**src/rtl/first_fit_arena_allocator_core_defines.svh**
```systemverilog
// assertion macros for the allocator
`ifndef FIRST_FIT_ARENA_ALLOCATOR_CORE_DEFINES_SVH
`define FIRST_FIT_ARENA_ALLOCATOR_CORE_DEFINES_SVH
`ifndef SYNTHESIS
`define FFA_ASSERT(label, clk, rst_n, prop, msg) \
    label: assert property (@(posedge clk) disable iff (!rst_n) prop) else $error(msg);
`define FFA_ASSERT_NEXT(label, clk, rst_n, pre, post, msg) \
    label: assert property (@(posedge clk) disable iff (!rst_n) (pre) |=> (post)) else $error(msg);
`else
`define FFA_ASSERT(label, clk, rst_n, prop, msg)
`define FFA_ASSERT_NEXT(label, clk, rst_n, pre, post, msg)
`endif
`endif

```
**src/rtl/ffa_pkg.sv**
```systemverilog
package ffa_pkg;
    localparam int ArenaBytes = 65536;
    localparam int MaxBlocks  = 256;
    localparam int IdxW       = $clog2(MaxBlocks);
    localparam int CntW       = $clog2(MaxBlocks + 1);
    localparam logic [16:0] HeaderBytes = 17'd12;
    localparam logic [16:0] StartWord   = 17'd4;

    typedef enum logic [1:0] {
        MODE_ALLOC = 2'd0,
        MODE_FREE  = 2'd1,
        MODE_QUERY = 2'd2,
        MODE_OTHER = 2'd3
    } mode_t;

    typedef enum logic [1:0] {
        ST_OK       = 2'd0,
        ST_NO_SPACE = 2'd1,
        ST_NOT_FOUND = 2'd2,
        ST_RSVD     = 2'd3
    } status_t;

    typedef struct packed {
        logic load;
        logic search_start;
        logic search_step;
        logic insert_write;
        logic shift_step;
        logic remove_step;
        logic stat_start;
        logic stat_step;
        logic stat_end;
        logic mem_read;
        logic rd_prev;
        logic rd_next;
    } dp_cmd_t;

    typedef struct packed {
        logic is_alloc;
        logic is_free;
        logic table_full;
        logic search_done;
        logic search_found;
        logic shift_done;
        logic remove_done;
        logic stat_done;
    } dp_stat_t;
endpackage

```
**src/rtl/ffa_ctrl.sv**
```systemverilog
`include "first_fit_arena_allocator_core_defines.svh"
module ffa_ctrl (
    input  logic              clk,
    input  logic              rst_n,
    input  logic              in_valid,
    output logic              in_ready,
    output logic              out_valid,
    input  logic              out_ready,
    output ffa_pkg::dp_cmd_t  cmd,
    input  ffa_pkg::dp_stat_t stat
);
    import ffa_pkg::*;

    typedef enum logic [3:0] {
        S_IDLE, S_CHECK, S_SRD, S_SCMP, S_INS_RD, S_INS_WR, S_INSERT,
        S_REM_RD, S_REM_WR, S_STAT_INIT, S_STAT_RD, S_STAT_ACC, S_STAT_END, S_OUT
    } state_t;

    state_t state_reg;

    always_comb
    begin
        cmd = '0;
        unique case (state_reg)
            S_IDLE:     cmd.load = in_valid;
            S_CHECK:    cmd.search_start = 1'b1;
            S_SRD:      cmd.mem_read = 1'b1;
            S_SCMP:     cmd.search_step = 1'b1;
            S_INS_RD:
            begin
                cmd.mem_read = !stat.shift_done;
                cmd.rd_prev  = 1'b1;
            end
            S_INS_WR:   cmd.shift_step = 1'b1;
            S_INSERT:   cmd.insert_write = 1'b1;
            S_REM_RD:
            begin
                cmd.mem_read = !stat.remove_done;
                cmd.rd_next  = 1'b1;
            end
            S_REM_WR:   cmd.remove_step = 1'b1;
            S_STAT_INIT: cmd.stat_start = 1'b1;
            S_STAT_RD:  cmd.mem_read = 1'b1;
            S_STAT_ACC: cmd.stat_step = 1'b1;
            S_STAT_END: cmd.stat_end = 1'b1;
            S_OUT:      cmd = '0;
            default:    cmd = '0;
        endcase
    end

    // stat_go sends query and other modes from the check state straight to the stat pass
    logic stat_go;
    assign stat_go = (state_reg == S_CHECK && !stat.is_alloc && !stat.is_free);

    always_ff @(posedge clk or negedge rst_n)
    begin
        if (!rst_n)
            state_reg <= S_IDLE;
        else
        begin
            unique case (state_reg)
                S_IDLE:
                    if (in_valid)
                        state_reg <= S_CHECK;
                S_CHECK:
                    if (stat_go || (stat.is_alloc && stat.table_full))
                        state_reg <= S_STAT_INIT;
                    else
                        state_reg <= S_SRD;
                S_SRD:
                    state_reg <= S_SCMP;
                S_SCMP:
                    if (!stat.search_done)
                        state_reg <= S_SRD;
                    else if (!stat.search_found)
                        state_reg <= S_STAT_INIT;
                    else if (stat.is_alloc)
                        state_reg <= S_INS_RD;
                    else
                        state_reg <= S_REM_RD;
                S_INS_RD:
                    state_reg <= stat.shift_done ? S_INSERT : S_INS_WR;
                S_INS_WR:
                    state_reg <= S_INS_RD;
                S_INSERT:
                    state_reg <= S_STAT_INIT;
                S_REM_RD:
                    state_reg <= stat.remove_done ? S_STAT_INIT : S_REM_WR;
                S_REM_WR:
                    state_reg <= S_REM_RD;
                S_STAT_INIT:
                    state_reg <= S_STAT_RD;
                S_STAT_RD:
                    state_reg <= stat.stat_done ? S_STAT_END : S_STAT_ACC;
                S_STAT_ACC:
                    state_reg <= S_STAT_RD;
                S_STAT_END:
                    state_reg <= S_OUT;
                S_OUT:
                    if (out_ready)
                        state_reg <= S_IDLE;
                default:
                    state_reg <= S_IDLE;
            endcase
        end
    end

    assign in_ready  = (state_reg == S_IDLE);
    assign out_valid = (state_reg == S_OUT);

    `FFA_ASSERT(a_excl, clk, rst_n, !(in_ready && out_valid), "ready and valid overlap")
    `FFA_ASSERT_NEXT(a_hold, clk, rst_n, out_valid && !out_ready, out_valid, "result dropped")
    `FFA_ASSERT_NEXT(a_accept, clk, rst_n, in_valid && in_ready, !in_ready, "accept not taken")
endmodule

```
**config.mk**
```make
export PLATFORM = sky130hd
export DESIGN_NAME = ffa_ctrl
export DESIGN_NICKNAME = d
export VERILOG_FILES = /design/src/rtl/ffa_pkg.sv /design/src/rtl/ffa_ctrl.sv
export VERILOG_INCLUDE_DIRS = /design/src /design/src/rtl
export SDC_FILE = /design/constraint.sdc
export NUM_CORES = 1
export LEC_CHECK = 0
export CORE_AREA = 2 2 39 41
export DETAILED_ROUTE_END_ITERATION = 8
export DIE_AREA = 0 0 41 43
export DONT_BUFFER_PORTS = 1
export PLACE_DENSITY = 0.51
export SYNTH_ARGS = -nofsm -noshare
export SYNTH_HDL_FRONTEND = slang
export SYNTH_SLANG_ARGS = --single-unit
```
**constraint.sdc**
```tcl
create_clock -name clk -period 1.3 [get_ports clk]
set_input_delay 0.26 -clock clk [delete_from_list [all_inputs] [get_ports clk]]
set_output_delay 0.26 -clock clk [all_outputs]
set_load 0.005 [all_outputs]
```
Yosys cells after proc, flatten, opt, wreduce, memory -nomap -nowiden
Index checks and enable logic that the tools add are counted.
{"block": "op_classes", "eq_ne": 15, "muxes": 22, "n_reduce_logical": 12}
{"operator": "case mux 4 bit (13 select lines)", "n": 1}
{"operator": "== test 4 bit, second input constant", "n": 6}
{"operator": "2-to-1 mux 4 bit", "n": 5}
{"operator": "== test 4 x 3 -> 1 bit, second input constant", "n": 4}
{"operator": "2-to-1 mux 1 bit", "n": 12}
{"operator": "== test 4 x 2 -> 1 bit, second input constant", "n": 2}
{"operator": "== test 4 x 1 -> 1 bit, second input constant", "n": 1}
{"operator": "zero test 1 bit", "n": 4}
{"operator": "zero test 4 bit", "n": 1}
{"operator": "2-to-1 mux 2 bit", "n": 2}
{"operator": "OR reduction 2 bit", "n": 2}
{"operator": "logical AND 1 bit", "n": 3}
{"operator": "2-to-1 mux 3 bit", "n": 1}
{"operator": "case mux 1 bit (3 select lines)", "n": 1}
{"operator": "inequality test 2 x 1 -> 1 bit, second input constant", "n": 1}
{"operator": "inequality test 2 bit, second input constant", "n": 1}
{"operator": "AND reduction 2 bit", "n": 1}
{"operator": "logical OR 1 bit", "n": 1}
{"block": "totals", "word_cells": 50, "regBits": 4}

Logic depth before layout (Yosys ltp)
{"block": "logic_depth", "word_depth": 6, "depth_mapped": 5, "depth_no_buf": 4}

Worst setup path after synthesis
OpenSTA, ideal clock, no wires.
{"block": "synth_path", "path_type": "register -> output", "start": "register state_reg[3]", "end": "output cmd[2] in the netlist's numbering", "path_buffers": 1, "path_stages_with_launch": 5, "path_slack_ns": 0.043, "arrival_ns": 0.997, "path_cell_list": "dfrtp_1 buf_4 inv_1 nand2_1 o32ai_1"}
{"element": "from (decl)", "line": "ffa_ctrl.sv:19", "text": "state_t state_reg;"}
{"element": "from (signal assigned)", "line": "ffa_ctrl.sv:82", "text": "state_reg <= stat.shift_done ? S_INSERT : S_INS_WR;"}
{"element": "from (signal assigned)", "line": "ffa_ctrl.sv:88", "text": "state_reg <= stat.remove_done ? S_STAT_INIT : S_REM_WR;"}
{"element": "from (signal assigned)", "line": "ffa_ctrl.sv:94", "text": "state_reg <= stat.stat_done ? S_STAT_END : S_STAT_ACC;"}
{"element": "to (decl)", "line": "ffa_ctrl.sv:9", "text": "output ffa_pkg::dp_cmd_t cmd,"}

==> flow_summary.json <==
{
  "regArea_um2": 105,
  "synth_nets": 85,
  "dp_slack_ns": -0.0512,
  "min-delay-start": "stat[3]",
  "synth_flop_cell": "dfrtp_1",
  "startpoint_type": "flop",
  "fp.dieH_um": 43,
  "rsz0062_at_grt": "yes",
  "worst-setup-path-type": "flop to output pin",
  "fmax_mhz": 681,
  "num_vias": 697,
  "yosysTopAreaCell": "dfrtp_1",
  "postPlaceCellArea_um2": 594,
  "synthDistinctLibCells": 28,
  "postLayoutCellArea_um2": 911,
  "areaGrowthSynthToFinish_pct": 80.2,
  "multi_input_area_um2": 474,
  "violations": "negative setup slack",
  "worstReg2RegEnd": "state_reg[0]$_DFFE_PN0P_",
  "dpl.hpwl_um": 1100,
  "synth_common_cells": "11 x nand2_1, 10 x nor2_1, 5 x nor3_1, 5 x o21ai_0",
  "synth_seq_cells": 4,
  "die_x_um": 41,
  "crit_path_start": "state_reg[2]$_DFFE_PN0P_",
  "fin_skew_ns": 0.00909,
  "worstSetupEndpointType": "output pin",
  "grt.total_usage_pct": 22.4,
  "arrival_ns": 1.21,
  "layout_min_cycle_time_ns": 1.47,
  "clock_sinks": 4,
  "placed_cells": 98,
  "drc": 0,
  "slew_violations": 0,
  "synth_top_area_share_pct": 19.8,
  "gp_congestion": 0.764,
  "whs_ns": 0.182,
  "root_buffer": "clkbuf_4",
  "worstPathRequired_ns": 1.04,
  "min_delay_path_depth": 1,
  "power-per-cell-area_nw_per_um2": 2800,
  "tightest_slew_ns": 0.355,
  "synthArstFlopShare_pct": 100,
  "grt-ovfl-total": 0,
  "die_area_um2": 1760,
  "ff2ff_path_depth": 6,
  "vias_per_cell": 6.06,
  "portBuffers": 0,
  "grt_max_degree": 12,
  "syn_inst": 73,
  "initial_core_util_pct": 36.5,
  "io_pins": 26,
  "drive_gt1_share_pct": 62.6,
  "avgSynthCellArea_um2": 6.92,
  "synth-edff-count": 0,
  "ant_nets": 0,
  "clk_pin_slew_worst_paths_ns": 0.04,
  "fin_ws_ns": -0.169,
  "clkLatencyLatePin_ns": 0.24,
  "clockBufferDepth": 2,
  "largest_reg_flops": 4,
  "total_power_mw": 2.55,
  "cts_tree": "built",
  "crit_fanout": 7,
  "htreeDepth": 1,
  "hold_viol_final": 0,
  "drt-initial-drc-count": 13,
  "yosysSeqAreaShare_pct": 19.8,
  "r2r_slack_ns": -0.12,
  "first_global_vias": 634,
  "drt_first_pass_iters": 4,
  "leakage_nw": 0.394,
  "drt_wl_total_um": 1900,
  "hp-class": "input port to flop",
  "post-route-period-util_pct": 113,
  "synth_area_um2": 505,
  "finalNonFillerCells": 115,
  "yosysWarnings": 0,
  "grt_pass1_wl_um": 2700,
  "reg2reg_from": "state_reg[3]$_DFFE_PN0P_",
  "yosys-top-cells-area": "dfrtp_1 20%, nand2_1 8.2%, nor2_1 7.4%",
  "num_antenna_cells": 0,
  "design.core.area_um2": 1380,
  "max_slew_margin_pct": 76.1,
  "synth_most_common_cell": "nand2_1",
  "setup_violations": 16,
  "num-fill-cells": 120,
  "cts_made_buffers": 3,
  "nets": 113,
  "vdd_drop_max_mv": 1.14,
  "std_cell_rows": 14,
  "status": "finished with violations",
  "wire_per_inst_um": 16.5,
  "max_cap_violations": 0,
  "antenna_found_initial": 0,
  "whs_endpoint": "state_reg[3]$_DFFE_PN0P_"
}
==> critical path, stage by stage, from the launching register on <==
cell and delay (ns):
dfrtp_2 0.45, buf_6 0.14, nor2_4 0.13, nand2_2 0.07, inv_2 0.05, and2_4 0.13
==> logic make-up after synthesis <==
logic type	after synthesis	synth area share, %
simple gates	38	38.9
compound gates	21	29.7
flops	4	19.8
buf+inv	10	11.6
==> report_power, final <==
group,total (mW),internal (mW),switching (mW)
Combinational,2.08,1.06,1.02
Clock,0.161,0.104,0.0574
Sequential,0.311,0.206,0.104
Total,2.55,1.37,1.18
==> cells in the final DEF (no fill, tap or decap), types with 2 or more instances in the layout <==
| master | instances |
|---|---|
| a21oi_1 | 4 |
| a22oi_2 | 2 |
| buf_4 | 15 |
| buf_6 | 11 |
| clkbuf_4 | 3 |
| dfrtp_2 | 4 |
| inv_2 | 2 |
| nand2_1 | 6 |
| nand2_2 | 2 |
| nand2_4 | 3 |
| nand3_1 | 4 |
| nor2_1 | 5 |
| nor2_2 | 2 |
| nor2_4 | 3 |
| nor3_4 | 3 |
| o21ai_0 | 5 |
| o32ai_2 | 2 |
==> stage by stage <==
stage | utilization [%] | setup TNS [ns]
2_1_floorplan | - | 0
3_3_place_gp | 42.9 | -0.118
3_5_place_dp | 42.9 | -0.102
4_1_cts | 57.7 | -1.60
5_1_grt | 65.8 | -2.52
6_report | 65.8 | -1.82
==> worst max path at each step <==
stage                                     to  slack (ns)  cells after the start
finish                               cmd[11]       -0.17                      5
global route                         cmd[11]       -0.24                      5
CTS                                   cmd[2]       -0.16                      4
detailed placement  state_reg[0]$_DFFE_PN0P_       -0.05                      4
global placement    state_reg[3]$_DFFE_PN0P_       -0.08                      4
floorplan                             cmd[2]        0.04                      4
==> cell type report <==
cell class,count,share of cell area (%)
clock buffers,3,2.47
well taps,16,2.20
inverters,4,1.92
flip-flops and latches,4,11.5
multi-input cells,59,52.1
repair buffers,29,29.8
==> repair_timing <==
item,CTS,global route
resized for setup,30,23
gates cloned,0,0
endpoints found under the hold margin,4,0
buffers inserted,10,4
hold buffers,1,0
pin swaps,5,13
setup endpoints to repair,16,18
==> metal layers <==
| metal | vias to the layer above | wire length [um] | share of wire, % | GRT usage, % |
|---|---|---|---|---|
| li1 | 324 | - | - | - |
| met1 | 332 | 830 | 44 | 28.7 |
| met2 | 37 | 890 | 47 | 34.1 |
| met3 | 4 | 147 | 7.7 | 6.81 |
| met4 | 0 | 29 | 1.5 | 8.00 |
| met5 | - | 0 | 0 | 0 |
(Power assumes the default switching activity.)
